**config.mk**
```make
export PLATFORM = sky130hd
export DESIGN_NAME = tos_point_mem
export DESIGN_NICKNAME = d
export VERILOG_FILES = /design/src/rtl/tos_pkg.sv /design/src/rtl/tos_point_mem.sv
export SDC_FILE = /design/constraint.sdc
export NUM_CORES = 2
export LEC_CHECK = 0
export ABC_CLOCK_PERIOD_IN_PS = 3700
export BUFFER_PORTS_ARGS = -buffer_cell sky130_fd_sc_hd__buf_2
export CORE_MARGIN = 1.5
export CORE_UTILIZATION = 35
export CTS_BUF_LIST = sky130_fd_sc_hd__clkbuf_16
export DETAILED_ROUTE_END_ITERATION = 16
export GPL_TIMING_DRIVEN = 0
export PLACE_DENSITY = 0.5
export SYNTH_ARGS = -nofsm -noshare
export SYNTH_HDL_FRONTEND = slang
export SYNTH_SLANG_ARGS = --single-unit
```
**constraint.sdc**
```tcl
create_clock -name i_clk -period 3.7 [get_ports i_clk]
set_input_delay 0.74 -clock i_clk [delete_from_list [all_inputs] [get_ports i_clk]]
set_output_delay 0.74 -clock i_clk [all_outputs]
set_load 0.1 [all_outputs]
```
**src/rtl/tos_pkg.sv**
```systemverilog
// ============================================================================
// tos_pkg
// Shared types, codes and helpers of the timed output sequencer
// ============================================================================
package tos_pkg;

    localparam int C_TABLE_DEPTH = 128;
    localparam int C_INDEX_W     = 7;
    localparam int C_COUNT_W     = 8;
    localparam int C_TICK_W      = 16;
    localparam int C_LOOP_W      = 16;
    localparam int C_MEAS_W      = 20;
    localparam int C_TRIP_W      = 3;
    localparam int C_CFG_IDX_W   = 3;
    localparam int C_CFG_DATA_W  = 20;

    localparam logic [C_TICK_W-1:0] C_MIN_HOLD_TICKS = 16'd1;
    localparam logic [C_TICK_W-1:0] C_MAX_HOLD_TICKS = 16'd65535;

    typedef enum logic {
        ITEM_TICK  = 1'b0,
        ITEM_WRITE = 1'b1
    } t_item_mode;

    typedef enum logic [C_TRIP_W-1:0] {
        TRIP_NONE   = 3'd0,
        TRIP_LESS_V = 3'd1,
        TRIP_MORE_V = 3'd2,
        TRIP_LESS_C = 3'd3,
        TRIP_MORE_C = 3'd4,
        TRIP_LESS_P = 3'd5,
        TRIP_MORE_P = 3'd6
    } t_trip_mode;

    typedef enum logic [1:0] {
        STOP_NONE = 2'd0,
        STOP_DONE = 2'd1,
        STOP_TRIP = 2'd2
    } t_stop_event;

    typedef enum logic [C_CFG_IDX_W-1:0] {
        CFG_START_POINT  = 3'd0,
        CFG_POINT_COUNT  = 3'd1,
        CFG_CYCLE_LIMIT  = 3'd2,
        CFG_TRIP_MODE    = 3'd3,
        CFG_TRIP_VOLTAGE = 3'd4,
        CFG_TRIP_CURRENT = 3'd5,
        CFG_TRIP_POWER   = 3'd6
    } t_cfg_index;

    typedef struct packed {
        t_item_mode             mode;
        logic                   run_enable;
        logic                   output_switch;
        logic [C_MEAS_W-1:0]    meas_voltage;
        logic [C_MEAS_W-1:0]    meas_current;
        logic [C_MEAS_W-1:0]    meas_power;
        logic [C_INDEX_W-1:0]   point_index;
        logic                   point_on;
        logic [C_TICK_W-1:0]    point_ticks;
    } t_item;

    typedef struct packed {
        logic                   drive_valid;
        logic                   drive_on;
        logic [C_INDEX_W-1:0]   current_index;
        logic [C_LOOP_W-1:0]    loop_count;
        logic [C_TICK_W-1:0]    remaining_ticks;
        logic                   running;
        t_stop_event            stop_event;
    } t_result;

    typedef struct packed {
        logic [C_INDEX_W-1:0]   start_point;
        logic [C_COUNT_W-1:0]   point_count;
        logic [C_LOOP_W-1:0]    cycle_limit;
        logic [C_TRIP_W-1:0]    trip_mode;
        logic [C_MEAS_W-1:0]    trip_voltage;
        logic [C_MEAS_W-1:0]    trip_current;
        logic [C_MEAS_W-1:0]    trip_power;
    } t_cfg;

    typedef struct packed {
        logic                   on;
        logic [C_TICK_W-1:0]    ticks;
    } t_entry;

    // play index must hold any start point as well as any table index
    function automatic int play_width(int depth);
        return (depth > (1 << C_INDEX_W)) ? $clog2(depth) : C_INDEX_W;
    endfunction

    function automatic int cmp_width(int pw);
        return (pw + 1 > C_COUNT_W + 1) ? pw + 1 : C_COUNT_W + 1;
    endfunction

    function automatic logic [C_TICK_W-1:0] clamp_ticks(logic [C_TICK_W-1:0] t);
        logic [C_TICK_W-1:0] c;
        c = (t > C_MAX_HOLD_TICKS) ? C_MAX_HOLD_TICKS : t;
        c = (c < C_MIN_HOLD_TICKS) ? C_MIN_HOLD_TICKS : c;
        return c;
    endfunction

    function automatic logic [C_TICK_W-1:0] sat_inc16(logic [C_TICK_W-1:0] v);
        return (v != {C_TICK_W{1'b1}}) ? v + C_TICK_W'(1) : v;
    endfunction

endpackage

```
**src/rtl/tos_point_mem.sv**
```systemverilog
// ============================================================================
// tos_point_mem
// Point table: one write port, two registered read ports
// ============================================================================
module tos_point_mem import tos_pkg::*; #(
    parameter  int TABLE_DEPTH = C_TABLE_DEPTH,
    localparam int ADDR_W      = $clog2(TABLE_DEPTH)
) (
    input  logic              i_clk,
    input  logic              i_we,
    input  logic [ADDR_W-1:0] i_waddr,
    input  t_entry            i_wdata,
    input  logic              i_re,
    input  logic [ADDR_W-1:0] i_raddr_a,
    input  logic [ADDR_W-1:0] i_raddr_b,
    output t_entry            o_rdata_a,
    output t_entry            o_rdata_b
);

    t_entry r_mem [TABLE_DEPTH];

    always_ff @(posedge i_clk) begin
        if (i_we) begin
            r_mem[i_waddr] <= i_wdata;
        end
    end

    always_ff @(posedge i_clk) begin
        if (i_re) begin
            o_rdata_a <= r_mem[i_raddr_a];
            o_rdata_b <= r_mem[i_raddr_b];
        end
    end

endmodule

```
==> flow_summary.toml <==
[global_route]
antenna_found_initial = 60
grt_pass1_vias = 54700
grt_usage_pct = 25.2
grt_max_degree = 113
grt_pass1_wl_mm = 492
overflow = 0

[min_path]
min-delay-start = "i_wdata[14]"
hold_end = "r_mem[45][14]"
hold_path_class = "primary input to register"
worstHoldPathCells = 1

[pwr]
p_leak_nw = 35.7
powerDensity_mw_per_mm2 = 487
peakVddDrop_mv = 0.380
total_power_mw = 57.1

[synth]
synthMuxAreaShare_pct = 32.2
syn_avg_cell_area_sq_um = 24.2
synth_fa_ha_area_share_pct = 0
synth.yosys.seq_area_share_pct = 65.7
synth_nets = 4220
synth-simple-area-share_pct = 0.690
synth_top_family_by_area = "multiplexers"
synth_compound_area_share_pct = 0
ys_warn_count = 0
synth_cell_types = 16
syn_inst = 4179
syn_area_sq_mm = 0.101
synth_seq_cells = 2210
synthXorXnorAreaFrac_pct = 0

[place]
dp_slack_ps = -2400
io_buffers = 56
hpwl_mm = 265
place.gp.congestion = 0.982

[timing]
worst_pin_slew_ps = 1500
fmax_ghz = 0.260
slew_headroom_pct = -0.327
min_period_ps = 3850
finalHoldViolCount = 0
fin_tns_setup_ps = -2040
setup_violations = 31
fin_skew_ps = 81.3
slew_viol_final = 10
setup_slack_ps = -149
fin_crit_sh_pct = 104

[clock_network]
worstSkewPairLatency_ps = 940
numCtsBuffers = 244
clockRootBuffer = "clkbuf_16"
h-tree-depth = 4
clkSinkCount = 2210
cts.clk_slew.worst_paths_ps = 60
ctsHoldBuffers = 0
clockBufferDepth = 4
cts_tree = "yes"

[floorplan]
core_sq_mm = 0.288
ioPinCount = 75
die_y_microns = 540
row_count = 197
die_w_microns = 540
die_area_sq_mm = 0.292
start_util_pct = 35.1

[drt]
avgViaCountPerCell = 6.21
drtIter0Drc = 7385
wl_mm = 369
dr.pass1.iters = 7
ant_nets = 0
drc = 0
vias = 53700
wl_per_cell_microns = 42.6

[worst_setup_path]
crit_type = "primary input to register"
ff2ff_setup_slack_ps = 860
required_ps = 4360
start_kind = "primary input"
reg2reg_to = "o_rdata_b[6]"
crit_path_end_kind = "register"
path_max_fanout = 10
timing.rr.start = "r_mem[29][6]"
reg2regPathDepth = 4
arrival_ps = 4510
startpoint = "i_raddr_b[2]"

[finish]
nets = 4669
multi_input_area_sq_mm = 0.0337
fillers = 25000
layout_commonest_cell = "edfxtp_1"
regArea_sq_mm = 0.0664
drive_above_1_share_pct = 47.9
layout_common_cells = "edfxtp_1 (2210), mux4_2 (1428), clkbuf_16 (245), clkbuf_1 (128), buf_2 (118)"
area_growth_pct = 16.2

[run]
maxCapViolCount = 2

[status]
violations = "max-capacitance violations, max-slew violations, negative setup slack"
outcome = "complete, but fails checks"
[per-layer routing]
layer	track usage [%]	wire length [microns]	vias up
met1	33.0	142000	30100
met3	5.69	32400	638
met4	13.0	20800	20
li1	-	-	20100
met5	0	122	-
met2	39.4	174000	2881
[flip-flops by register name, summed over array words and instances, names as in the netlist]
register and cells:
r_mem 2176, o_rdata_a 17, o_rdata_b 17
[logic make-up (layout without fill, tap and decap cells)]
| group | Yosys count | in the layout |
|---|---|---|
| simple gates | 170 | 170 |
| other cells | 0 | 48 |
| buf+inv | 337 | 986 |
| mux | 1462 | 1462 |
| flops | 2210 | 2210 |
[report_power, final]
group	switching, mW	total, mW	leakage, nW	internal (mW)
combinational	3.72	5.78	11.9	2.06
sequential	0.0706	27.8	19.9	27.7
clock	10.3	23.6	3.91	13.3
[synthesized netlist by cell type]
master    count  share of area (%)
buf_6         5              0.056
nand3_1      12              0.059
nand2b_1      2              0.012
nand2_1      14              0.052
buf_2        90               0.45
edfxtp_1   2210                 66
nor3_1        9              0.045
or3_1         1             0.0062
nor2b_1       7              0.043
mux2_2       34               0.38
clkbuf_1    203               0.75
mux4_2     1428                 32
nand4_1       3              0.019
buf_1        38               0.14
nor2_1      122               0.45
buf_4         1             0.0074
[worst max-delay path: stages]
cell	delay, ps
clkbuf_1	160
clkbuf_2	570
clkbuf_1	950
mux4_2	480
mux4_2	620
mux4_2	550
mux2_2	390
[final cells by class]
type,instances,share of cell area [%]
Antenna cell,48,0.102
Sequential cell,2210,56.5
Tap cell,3781,4.03
Buffer,337,1.48
Timing Repair Buffer,203,2.69
Clock buffer,245,5.22
Clock inverter,201,1.23
Multi-Input combinational cell,1632,28.7
[per-stage QoR]
step	cells	hold WS [ps]	cell area, sq um	utilization, %
after detailed placement	8163	1120	109000	38.0
after floorplan	4179	839	101000	-
after CTS	8609	156	117000	40.8
after global routing	8635	188	117000	40.8
after global placement	8016	1280	106000	36.9
final	8657	224	117000	40.8
[how the worst max path moves through the flow]
stage,endpoint,slack (ps)
6_report,o_rdata_b[6],-150
5_1_grt,o_rdata_b[12],-9
4_1_cts,o_rdata_a[0],3
3_5_place_dp,o_rdata_a[0],-2400
3_3_place_gp,o_rdata_a[12],-3040
2_1_floorplan,o_rdata_a[0],130
[repair_timing]
action / in CTS / in global routing
resized for setup: 111 / 30
setup buffers: 0 / 0
pin swaps: 0 / 0
endpoints found under the setup margin: 34 / 23
No activity file was read; power rests on OpenSTA's default activity.
