$ cat src/rtl/tos_pkg.sv
// ============================================================================
// tos_pkg
// Shared types, codes and helpers of the timed output sequencer
// ============================================================================
package tos_pkg;

    localparam int C_TABLE_DEPTH = 128;
    localparam int C_INDEX_W     = 7;
    localparam int C_COUNT_W     = 8;
    localparam int C_TICK_W      = 16;
    localparam int C_LOOP_W      = 16;
    localparam int C_MEAS_W      = 20;
    localparam int C_TRIP_W      = 3;
    localparam int C_CFG_IDX_W   = 3;
    localparam int C_CFG_DATA_W  = 20;

    localparam logic [C_TICK_W-1:0] C_MIN_HOLD_TICKS = 16'd1;
    localparam logic [C_TICK_W-1:0] C_MAX_HOLD_TICKS = 16'd65535;

    typedef enum logic {
        ITEM_TICK  = 1'b0,
        ITEM_WRITE = 1'b1
    } t_item_mode;

    typedef enum logic [C_TRIP_W-1:0] {
        TRIP_NONE   = 3'd0,
        TRIP_LESS_V = 3'd1,
        TRIP_MORE_V = 3'd2,
        TRIP_LESS_C = 3'd3,
        TRIP_MORE_C = 3'd4,
        TRIP_LESS_P = 3'd5,
        TRIP_MORE_P = 3'd6
    } t_trip_mode;

    typedef enum logic [1:0] {
        STOP_NONE = 2'd0,
        STOP_DONE = 2'd1,
        STOP_TRIP = 2'd2
    } t_stop_event;

    typedef enum logic [C_CFG_IDX_W-1:0] {
        CFG_START_POINT  = 3'd0,
        CFG_POINT_COUNT  = 3'd1,
        CFG_CYCLE_LIMIT  = 3'd2,
        CFG_TRIP_MODE    = 3'd3,
        CFG_TRIP_VOLTAGE = 3'd4,
        CFG_TRIP_CURRENT = 3'd5,
        CFG_TRIP_POWER   = 3'd6
    } t_cfg_index;

    typedef struct packed {
        t_item_mode             mode;
        logic                   run_enable;
        logic                   output_switch;
        logic [C_MEAS_W-1:0]    meas_voltage;
        logic [C_MEAS_W-1:0]    meas_current;
        logic [C_MEAS_W-1:0]    meas_power;
        logic [C_INDEX_W-1:0]   point_index;
        logic                   point_on;
        logic [C_TICK_W-1:0]    point_ticks;
    } t_item;

    typedef struct packed {
        logic                   drive_valid;
        logic                   drive_on;
        logic [C_INDEX_W-1:0]   current_index;
        logic [C_LOOP_W-1:0]    loop_count;
        logic [C_TICK_W-1:0]    remaining_ticks;
        logic                   running;
        t_stop_event            stop_event;
    } t_result;

    typedef struct packed {
        logic [C_INDEX_W-1:0]   start_point;
        logic [C_COUNT_W-1:0]   point_count;
        logic [C_LOOP_W-1:0]    cycle_limit;
        logic [C_TRIP_W-1:0]    trip_mode;
        logic [C_MEAS_W-1:0]    trip_voltage;
        logic [C_MEAS_W-1:0]    trip_current;
        logic [C_MEAS_W-1:0]    trip_power;
    } t_cfg;

    typedef struct packed {
        logic                   on;
        logic [C_TICK_W-1:0]    ticks;
    } t_entry;

    // play index must hold any start point as well as any table index
    function automatic int play_width(int depth);
        return (depth > (1 << C_INDEX_W)) ? $clog2(depth) : C_INDEX_W;
    endfunction

    function automatic int cmp_width(int pw);
        return (pw + 1 > C_COUNT_W + 1) ? pw + 1 : C_COUNT_W + 1;
    endfunction

    function automatic logic [C_TICK_W-1:0] clamp_ticks(logic [C_TICK_W-1:0] t);
        logic [C_TICK_W-1:0] c;
        c = (t > C_MAX_HOLD_TICKS) ? C_MAX_HOLD_TICKS : t;
        c = (c < C_MIN_HOLD_TICKS) ? C_MIN_HOLD_TICKS : c;
        return c;
    endfunction

    function automatic logic [C_TICK_W-1:0] sat_inc16(logic [C_TICK_W-1:0] v);
        return (v != {C_TICK_W{1'b1}}) ? v + C_TICK_W'(1) : v;
    endfunction

endpackage

$ cat src/rtl/tos_stream_if.sv
// ============================================================================
// tos_stream_if
// Valid/ready channel carrying one request or result per handshake
// ============================================================================
interface tos_stream_if #(
    parameter type t_payload = logic
);
    logic     valid;
    logic     ready;
    t_payload data;

    modport source (output valid, output data, input ready);
    modport sink (input valid, input data, output ready);
endinterface

$ cat src/rtl/tos_exec.sv
// ============================================================================
// tos_exec
// Execute stage: sequencer state, tick and trip update, result register
// ============================================================================
module tos_exec import tos_pkg::*; #(
    parameter  int TABLE_DEPTH = C_TABLE_DEPTH,
    localparam int PLAY_W      = play_width(TABLE_DEPTH),
    localparam int CW          = cmp_width(PLAY_W)
) (
    input  logic              i_clk,
    input  logic              i_rst_n,
    input  t_cfg              i_cfg,
    input  logic              i_load,
    input  t_item             i_item,
    input  t_entry            i_cur,
    input  t_entry            i_nxt,
    output logic              o_in_ready,
    output logic [PLAY_W-1:0] o_next_play,
    tos_stream_if.source      o_rsp
);

    logic                r_x_valid;
    t_item               r_x_item;
    logic [PLAY_W-1:0]   r_play;
    logic [C_TICK_W-1:0] r_hold;
    logic [C_LOOP_W-1:0] r_loops;
    logic                r_deb;
    logic                r_halted;
    logic                r_out_valid;
    t_result             r_out;

    logic [PLAY_W-1:0]   n_play;
    logic [C_TICK_W-1:0] n_hold;
    logic [C_LOOP_W-1:0] n_loops;
    logic                n_deb;
    logic                n_halted;
    t_result             n_out;

    logic                x_adv;
    logic                x_fire;
    logic [CW-1:0]       np1;
    logic [CW-1:0]       lim;
    logic                wrap;
    logic [PLAY_W-1:0]   start_ext;
    t_entry              cur_ent;
    logic                flag;
    logic                clr;
    logic                done;
    logic                dv;
    logic                don;
    t_stop_event         ev;
    logic [C_TICK_W-1:0] fin_ticks;

    assign x_adv       = !r_out_valid || o_rsp.ready;
    assign x_fire      = r_x_valid && x_adv;
    assign o_in_ready  = !r_x_valid || x_adv;
    assign o_next_play = r_x_valid ? n_play : r_play;
    assign o_rsp.valid = r_out_valid;
    assign o_rsp.data  = r_out;

    assign start_ext = PLAY_W'(i_cfg.start_point);
    assign np1       = CW'(r_play) + CW'(1);
    assign lim       = CW'(i_cfg.start_point) + CW'(i_cfg.point_count);
    assign wrap      = (np1 >= CW'(TABLE_DEPTH)) || (np1 >= lim);

    // forward a point write to its own result
    always_comb begin
        cur_ent = i_cur;
        if (r_x_item.mode == ITEM_WRITE
                && CW'(r_x_item.point_index) == CW'(r_play)
                && CW'(r_x_item.point_index) < CW'(TABLE_DEPTH)) begin
            cur_ent.on    = r_x_item.point_on;
            cur_ent.ticks = clamp_ticks(r_x_item.point_ticks);
        end
    end

    always_comb begin
        flag = 1'b0;
        clr  = 1'b1;
        unique case (t_trip_mode'(i_cfg.trip_mode))
            TRIP_NONE:   clr  = 1'b0;
            TRIP_LESS_V: flag = r_x_item.meas_voltage > i_cfg.trip_voltage;
            TRIP_MORE_V: flag = r_x_item.meas_voltage < i_cfg.trip_voltage;
            TRIP_LESS_C: flag = r_x_item.meas_current > i_cfg.trip_current;
            TRIP_MORE_C: flag = r_x_item.meas_current < i_cfg.trip_current;
            TRIP_LESS_P: flag = r_x_item.meas_power > i_cfg.trip_power;
            TRIP_MORE_P: flag = r_x_item.meas_power < i_cfg.trip_power;
            default:     flag = 1'b0;
        endcase
    end

    always_comb begin
        n_play    = r_play;
        n_hold    = r_hold;
        n_loops   = r_loops;
        n_deb     = r_deb;
        n_halted  = r_halted;
        dv        = 1'b0;
        don       = 1'b0;
        ev        = STOP_NONE;
        done      = 1'b0;
        fin_ticks = cur_ent.ticks;
        if (r_x_item.mode == ITEM_WRITE) begin
            fin_ticks = cur_ent.ticks;
        end else if (!r_x_item.run_enable) begin
            n_play   = start_ext;
            n_hold   = '0;
            n_loops  = '0;
            n_deb    = 1'b0;
            n_halted = 1'b0;
        end else if (!r_halted) begin
            if (r_loops == '0 && r_play == start_ext) begin
                dv  = 1'b1;
                don = cur_ent.on;
            end
            if (r_hold >= cur_ent.ticks) begin
                n_hold    = '0;
                fin_ticks = i_nxt.ticks;
                if (wrap) begin
                    n_play  = start_ext;
                    n_loops = sat_inc16(r_loops);
                    if (i_cfg.cycle_limit != '0 && n_loops >= i_cfg.cycle_limit) begin
                        n_halted = 1'b1;
                        ev       = STOP_DONE;
                        done     = 1'b1;
                    end
                end else begin
                    n_play = np1[PLAY_W-1:0];
                end
                if (!done) begin
                    dv  = 1'b1;
                    don = i_nxt.on;
                end
            end
            if (!done) begin
                n_hold = sat_inc16(n_hold);
                if (!r_x_item.output_switch) begin
                    if (!flag) begin
                        if (clr) begin
                            n_deb = 1'b0;
                        end
                    end else if (!r_deb) begin
                        n_deb = 1'b1;
                    end else begin
                        n_halted = 1'b1;
                        ev       = STOP_TRIP;
                    end
                end
            end
        end
    end

    always_comb begin
        n_out.drive_valid     = dv;
        n_out.drive_on        = dv & don;
        n_out.current_index   = n_play[C_INDEX_W-1:0];
        n_out.loop_count      = n_loops;
        n_out.remaining_ticks = (fin_ticks > n_hold) ? fin_ticks - n_hold : '0;
        n_out.running         = r_x_item.run_enable && !n_halted;
        n_out.stop_event      = ev;
    end

    always_ff @(posedge i_clk) begin
        if (!i_rst_n) begin
            r_x_valid   <= 1'b0;
            r_out_valid <= 1'b0;
            r_play      <= '0;
            r_hold      <= '0;
            r_loops     <= '0;
            r_deb       <= 1'b0;
            r_halted    <= 1'b0;
        end else begin
            if (o_in_ready) begin
                r_x_valid <= i_load;
            end
            if (x_fire) begin
                r_out_valid <= 1'b1;
                r_play      <= n_play;
                r_hold      <= n_hold;
                r_loops     <= n_loops;
                r_deb       <= n_deb;
                r_halted    <= n_halted;
            end else if (o_rsp.ready) begin
                r_out_valid <= 1'b0;
            end
        end
    end

    always_ff @(posedge i_clk) begin
        if (i_load) begin
            r_x_item <= i_item;
        end
        if (x_fire) begin
            r_out <= n_out;
        end
    end

    a_run_off_rewinds: assert property (@(posedge i_clk) disable iff (!i_rst_n)
        x_fire && r_x_item.mode == ITEM_TICK && !r_x_item.run_enable
        |=> r_play == PLAY_W'($past(i_cfg.start_point)) && r_hold == '0 && !r_halted)
        else $error("disabled tick did not rewind play");

    a_stop_sets_halt: assert property (@(posedge i_clk) disable iff (!i_rst_n)
        x_fire && n_out.stop_event != STOP_NONE |=> r_halted)
        else $error("stop reported without halting");

    a_halted_silent: assert property (@(posedge i_clk) disable iff (!i_rst_n)
        x_fire && r_halted && r_x_item.mode == ITEM_TICK && r_x_item.run_enable
        |-> !n_out.drive_valid && n_out.stop_event == STOP_NONE && !n_out.running)
        else $error("halted sequencer drove output");

    a_loops_monotonic: assert property (@(posedge i_clk) disable iff (!i_rst_n)
        x_fire && r_x_item.mode == ITEM_TICK && r_x_item.run_enable
        |=> r_loops >= $past(r_loops))
        else $error("loop count went backwards");

    a_write_keeps_state: assert property (@(posedge i_clk) disable iff (!i_rst_n)
        x_fire && r_x_item.mode == ITEM_WRITE
        |=> $stable(r_play) && $stable(r_loops) && $stable(r_halted))
        else $error("point write disturbed play state");

endmodule

$ cat src/flat_wrapper.sv
// flat-port wrapper written by rule: the top's interface ports become plain ports
module tos_exec_flat import tos_pkg::*;
#(
    parameter  int TABLE_DEPTH = C_TABLE_DEPTH,
    localparam int PLAY_W      = play_width(TABLE_DEPTH),
    localparam int CW          = cmp_width(PLAY_W)
)
  (i_clk, i_rst_n, i_cfg, i_load, i_item, i_cur, i_nxt, o_in_ready, o_next_play, o_rsp_valid, o_rsp_data, o_rsp_ready);
  tos_stream_if o_rsp_i ();
  input  logic i_clk;
  input  logic i_rst_n;
  input  t_cfg i_cfg;
  input  logic i_load;
  input  t_item i_item;
  input  t_entry i_cur;
  input  t_entry i_nxt;
  output logic o_in_ready;
  output logic [PLAY_W-1:0] o_next_play;
  output wire logic [$bits(o_rsp_i.valid)-1:0] o_rsp_valid;
  output wire logic [$bits(o_rsp_i.data)-1:0] o_rsp_data;
  input wire logic [$bits(o_rsp_i.ready)-1:0] o_rsp_ready;
  assign o_rsp_valid = o_rsp_i.valid;
  assign o_rsp_data = o_rsp_i.data;
  assign o_rsp_i.ready = o_rsp_ready;
  tos_exec #(.TABLE_DEPTH(TABLE_DEPTH)) u_core (.i_clk(i_clk), .i_rst_n(i_rst_n), .i_cfg(i_cfg), .i_load(i_load), .i_item(i_item), .i_cur(i_cur), .i_nxt(i_nxt), .o_in_ready(o_in_ready), .o_next_play(o_next_play), .o_rsp(o_rsp_i));
endmodule
$ cat config.mk
export PLATFORM = sky130hd
export DESIGN_NAME = tos_exec_flat
export DESIGN_NICKNAME = d
export VERILOG_FILES = /design/src/rtl/tos_pkg.sv /design/src/rtl/tos_stream_if.sv /design/src/rtl/tos_exec.sv /design/src/flat_wrapper.sv
export SDC_FILE = /design/constraint.sdc
export NUM_CORES = 1
export LEC_CHECK = 0
export BUFFER_PORTS_ARGS = -buffer_cell sky130_fd_sc_hd__buf_2
export CAP_MARGIN = 20
export CORE_ASPECT_RATIO = 2
export CORE_MARGIN = 2
export CORE_UTILIZATION = 49
export CTS_CLUSTER_SIZE = 28
export DETAILED_ROUTE_END_ITERATION = 8
export PLACE_DENSITY = 0.74
export REMOVE_ABC_BUFFERS = 1
export SYNTH_ARGS = -nofsm -noshare
export SYNTH_HDL_FRONTEND = slang
export SYNTH_SLANG_ARGS = --single-unit
$ cat constraint.sdc
create_clock -name i_clk -period 5.2 [get_ports i_clk]
set_clock_uncertainty 0.1 [all_clocks]
set_input_delay 1.04 -clock i_clk [delete_from_list [all_inputs] [get_ports i_clk]]
set_output_delay 1.04 -clock i_clk [all_outputs]
set_load 0.01 [all_outputs]
==> run_summary.xml <==
<?xml version="1.0" encoding="UTF-8"?>
<metrics>
  <group name="sta">
    <metric name="fin_tns_setup" unit="ns">-0.1388</metric>
    <metric name="period_minus_slack" unit="ns">5.266</metric>
    <metric name="finalCritPeriodShare" unit="%">101.3</metric>
    <metric name="final_hold_vios" unit="">0</metric>
    <metric name="unrepaired_setup_endpoints_after_global_routing" unit="">true</metric>
    <metric name="highest_clock_rate" unit="MHz">189.9</metric>
    <metric name="finalMaxSlewViolations" unit="">0</metric>
    <metric name="worst_slack" unit="ns">-0.06598</metric>
    <metric name="setup_viol" unit="">4</metric>
    <metric name="worst-slew-pin-transition" unit="ns">0.7207</metric>
    <metric name="slew_headroom" unit="%">51.95</metric>
  </group>
  <group name="yosys">
    <metric name="synthesis.yosys.warnings" unit="">0</metric>
    <metric name="synthesis.instances" unit="">865</metric>
    <metric name="synth.lib_cells_used.distinct" unit="">73</metric>
    <metric name="yosys_most_used_dff" unit="">edfxtp_1</metric>
    <metric name="synth_area_leaders" unit="">edfxtp_1, ha_1, dfxtp_1, inv_1, a21oi_1</metric>
    <metric name="syn_avg_cell_area" unit="um2">9.858</metric>
    <metric name="post_synth_most_frequent_cells" unit="">ha_1, inv_1, edfxtp_1</metric>
    <metric name="most_frequent_cell_after_synthesis" unit="">ha_1</metric>
    <metric name="ys_async_sr_fraction" unit="%">0</metric>
    <metric name="yosysSeqAreaShare" unit="%">40.73</metric>
    <metric name="synth_seq_cells" unit="">130</metric>
    <metric name="yosysTopAreaCell" unit="">edfxtp_1</metric>
    <metric name="synth_enable_flop_cells" unit="">87</metric>
    <metric name="synth.cell_area" unit="um2">8527</metric>
    <metric name="synth_top_cell_area_share" unit="%">30.64</metric>
  </group>
  <group name="outcome">
    <metric name="run_status" unit="">complete, but fails checks</metric>
    <metric name="failing_checks" unit="">negative setup slack</metric>
  </group>
  <group name="clock_network">
    <metric name="cts_buffer_depth" unit="">2</metric>
    <metric name="tritoncts" unit="">built</metric>
    <metric name="cts.clk_slew.worst_paths" unit="ns">0.06</metric>
    <metric name="latest_clock_arrival_within_the_worst_skew_pair" unit="ns">0.42</metric>
    <metric name="clock_sinks" unit="">130</metric>
    <metric name="cts_hold_repair.buffers" unit="">0</metric>
    <metric name="tritoncts.num_buffers" unit="">17</metric>
    <metric name="cts.htree.levels" unit="">4</metric>
    <metric name="cts_root_buffer" unit="">clkbuf_16</metric>
  </group>
  <group name="pwr">
    <metric name="cellLeakagePower" unit="nW">4.819</metric>
    <metric name="p_sw" unit="uW">701.2</metric>
    <metric name="comb_power_share" unit="%">15.9</metric>
    <metric name="share_seq_of_total_power" unit="%">43.3</metric>
    <metric name="switching_share" unit="%">25.36</metric>
    <metric name="power.ir.vdd_worst" unit="uV">207.9</metric>
    <metric name="clkPwrFrac" unit="%">40.8</metric>
    <metric name="power-per-cell-area" unit="nW/um2">257.0</metric>
    <metric name="totalPowerFinal" unit="mW">2.765</metric>
    <metric name="internal_power" unit="mW">2.063</metric>
  </group>
  <group name="global_route">
    <metric name="grt_antenna_before_repair" unit="">1</metric>
    <metric name="grt_start_max_net_pins" unit="">57</metric>
    <metric name="globalRouteOverflowTotal" unit="">0</metric>
    <metric name="gr-usage-all-layers" unit="%">24.60</metric>
    <metric name="first_global_vias" unit="">7859</metric>
    <metric name="global_route_wire_length_before_repair" unit="um">36060</metric>
  </group>
  <group name="setup_path">
    <metric name="worst_path_most_repeated_cell" unit="">a21oi_2</metric>
    <metric name="required_time_worst_endpoint" unit="ns">4.06</metric>
    <metric name="startpoint" unit="">i_cfg[88]</metric>
    <metric name="crit_path_max_fanout" unit="">4</metric>
    <metric name="path_delay_family" unit="">compound AO/OA/AOI/OAI gates</metric>
    <metric name="startpoint_type" unit="">primary input</metric>
    <metric name="crit-reg2reg-launch" unit="">u_core.r_play[4]</metric>
    <metric name="crit_path_end_kind" unit="">primary output</metric>
    <metric name="critical-path-slowest-cell" unit="">or3_4</metric>
    <metric name="cpPeakStageDelay" unit="ns">0.39</metric>
    <metric name="critPathKind" unit="">in2out</metric>
    <metric name="cp_num_buf_inv" unit="">2</metric>
    <metric name="cp_cell_sequence" unit="">buf_8 &gt; ha_4 &gt; a21o_1 &gt; a21oi_2 &gt; o21bai_1 &gt; a21oi_2 &gt; o21bai_1 &gt; a21oi_2 &gt; xor2_1 &gt; ha_1 &gt; a21oi_2 &gt; o21ai_2 &gt; a211oi_4 &gt; nor2_2 &gt; or3_4 &gt; o221ai_2 &gt; o21ai_1 &gt; buf_2</metric>
    <metric name="timing.critical_path.arrival" unit="ns">4.13</metric>
  </group>
  <group name="routing">
    <metric name="routed_wl" unit="um">22750</metric>
    <metric name="drt-wirelength-per-cell" unit="um">17.04</metric>
    <metric name="num_vias" unit="">7548</metric>
    <metric name="detail-route-antenna-nets" unit="">0</metric>
    <metric name="dr.pass1.iters" unit="">5</metric>
    <metric name="drt_first_iter_violations" unit="">269</metric>
    <metric name="drcViolationCount" unit="">0</metric>
    <metric name="route.detailed.vias_per_inst" unit="">5.654</metric>
  </group>
  <group name="placed_design">
    <metric name="gp_routability_congestion" unit="">0.9757</metric>
    <metric name="post_dp_cell_area" unit="um2">9968</metric>
    <metric name="portBuffers" unit="">209</metric>
    <metric name="hpwl" unit="um">18060</metric>
    <metric name="placed_cells_incl_taps" unit="">1293</metric>
  </group>
  <group name="cells_and_area">
    <metric name="final_layout_size_suffix_gt1_share" unit="%">29.36</metric>
    <metric name="layout.nets" unit="">1441</metric>
    <metric name="area.growth.synth_to_final" unit="%">26.16</metric>
    <metric name="layout.filler_cells" unit="">1464</metric>
    <metric name="finish.instance_area" unit="um2">10760</metric>
    <metric name="stdcell_count" unit="">1335</metric>
  </group>
  <group name="worst_hold_path">
    <metric name="worst_hold_startpoint" unit="">u_core.r_loops[11]</metric>
    <metric name="holdCritPathClass" unit="">reg2reg</metric>
  </group>
  <group name="die">
    <metric name="boundaryPins" unit="">229</metric>
    <metric name="fp.coreArea" unit="um2">17190</metric>
    <metric name="die_wd" unit="um">97.28</metric>
    <metric name="core.rowCount" unit="">68</metric>
    <metric name="floorplan.die_area" unit="um2">18540</metric>
    <metric name="initial_core_util" unit="%">49.61</metric>
    <metric name="die_height" unit="um">190.6</metric>
  </group>
  <group name="flow_run">
    <metric name="max-cap-violations" unit="">0</metric>
  </group>
</metrics>
-- worst paths after layout --
path | end | slack, ns | depth (start not counted)
worst min register to register | u_core.r_loops[11] | 0.37 | 1
worst min-delay path | u_core.r_loops[11] | 0.37 | 1
worst max register to register | u_core.r_hold[9] | 0.42 | 22
worst max-delay path | o_next_play[1] | -0.07 | 18
-- power by group through the flow --
stage	logic [mW]	clock network (mW)	registers (mW)
global placement	0.398	0	1.22
detailed placement	0.410	0	1.22
finish	0.441	1.13	1.20
global route	0.495	1.20	1.20
floorplan	0.219	0	1.21
CTS	0.440	1.16	1.20
-- what timing repair did --
action                     CTS  global route
pin swaps                   29             4
resized for setup           32             5
buffers inserted             9             0
setup endpoints to repair    7             7
-- worst reg2reg max path, stage by stage (launching register included) --
cell	delay, ns
dfxtp_1	0.45
xnor2_1	0.15
nand4_1	0.11
nor2_2	0.17
buf_12	0.18
mux2i_1	0.26
ha_1	0.28
a21o_1	0.19
a21o_1	0.17
a21oi_1	0.19
o211a_4	0.32
buf_4	0.23
nand2_1	0.11
inv_1	0.07
ha_1	0.20
nand3_1	0.10
or2_2	0.33
nor2_1	0.24
nand2_1	0.15
and4_1	0.27
nand3_1	0.09
nand2_1	0.05
a311oi_1	0.27
-- final cells by class --
| cell class | instances | area, um2 | share of cell area (%) |
|---|---|---|---|
| Clock inverter | 13 | 111.4 | 1.035 |
| Clock buffer | 19 | 452.9 | 4.210 |
| Antenna cell | 1 | 2.502 | 0.02326 |
| Tap cell | 210 | 262.8 | 2.442 |
| Sequential cell | 130 | 3476 | 32.31 |
| Multi-Input combinational cell | 619 | 4702 | 43.71 |
| Inverter | 93 | 349.1 | 3.245 |
| Timing Repair Buffer | 250 | 1401 | 13.03 |
-- sequential cells by signal, summed over array words and instances (netlist names) --
| signal | count |
|---|---|
| u_core.o_rsp.data | 1 |
| u_core.o_rsp.valid | 1 |
| u_core.r_deb | 1 |
| u_core.r_halted | 1 |
| u_core.r_hold | 16 |
| u_core.r_loops | 16 |
| u_core.r_play | 7 |
| u_core.r_x_item | 86 |
| u_core.r_x_valid | 1 |
-- routing by layer --
| layer | wire (um) | share of wire [%] | global-route usage [%] | vias to the layer above |
|---|---|---|---|---|
| met1 | 7467 | 33 | 21.43 | 3553 |
| met2 | 13270 | 58 | 50.85 | 232 |
| met5 | 0 | 0 | 0 | - |
| met3 | 995 | 4.4 | 4.582 | 60 |
| met4 | 1016 | 4.5 | 13.25 | 0 |
| li1 | - | - | - | 3703 |
-- kinds of logic (layout without fill, tap and decap cells) --
| group | count (synthesis) | after routing | synth area share, % |
|---|---|---|---|
| XOR/XNOR | 29 | 29 | 2.979 |
| AO/OA/AOI/OAI | 209 | 209 | 16.61 |
| AND/OR/NAND/NOR | 253 | 253 | 15.73 |
| other | 0 | 1 | 0 |
| buffers and inverters | 116 | 375 | 5.561 |
| multiplexers | 17 | 17 | 2.010 |
| flip-flops | 130 | 130 | 40.73 |
| adder cells (fa/ha/maj) | 111 | 111 | 16.38 |
-- cells in the final DEF, fill, tap and decap left out, types with 7 or more instances in the layout --
cell | netlist | routed
o21a_1 | 9 | 9
nand2b_1 | 11 | 11
nand4_1 | 24 | 24
dfxtp_1 | 43 | 41
a21o_1 | 9 | 9
nand2_1 | 60 | 60
ha_1 | 110 | 108
clkbuf_16 | 0 | 17
buf_4 | 1 | 40
a32o_1 | 8 | 8
nor2_1 | 44 | 40
a21oi_1 | 59 | 53
nor3_1 | 18 | 18
a21oi_2 | 1 | 7
o21ai_0 | 43 | 42
nor2b_1 | 12 | 12
buf_2 | 4 | 204
mux2i_1 | 16 | 16
and2_1 | 8 | 8
inv_1 | 93 | 93
nand3_1 | 27 | 26
nor4_1 | 11 | 11
xnor2_1 | 23 | 23
edfxtp_1 | 87 | 87
-- metrics by stage --
step	util (%)	setup slack, ns	hold slack (ns)
after floorplan	-	-0.1419	0.3419
after global placement	58.00	-0.4229	0.3508
after detailed placement	58.00	-0.4539	0.3594
after CTS	62.52	-0.006638	0.3742
after global routing	62.59	-0.2304	0.4184
final	62.59	-0.06598	0.3725
Power figures use the tool's default switching activity.
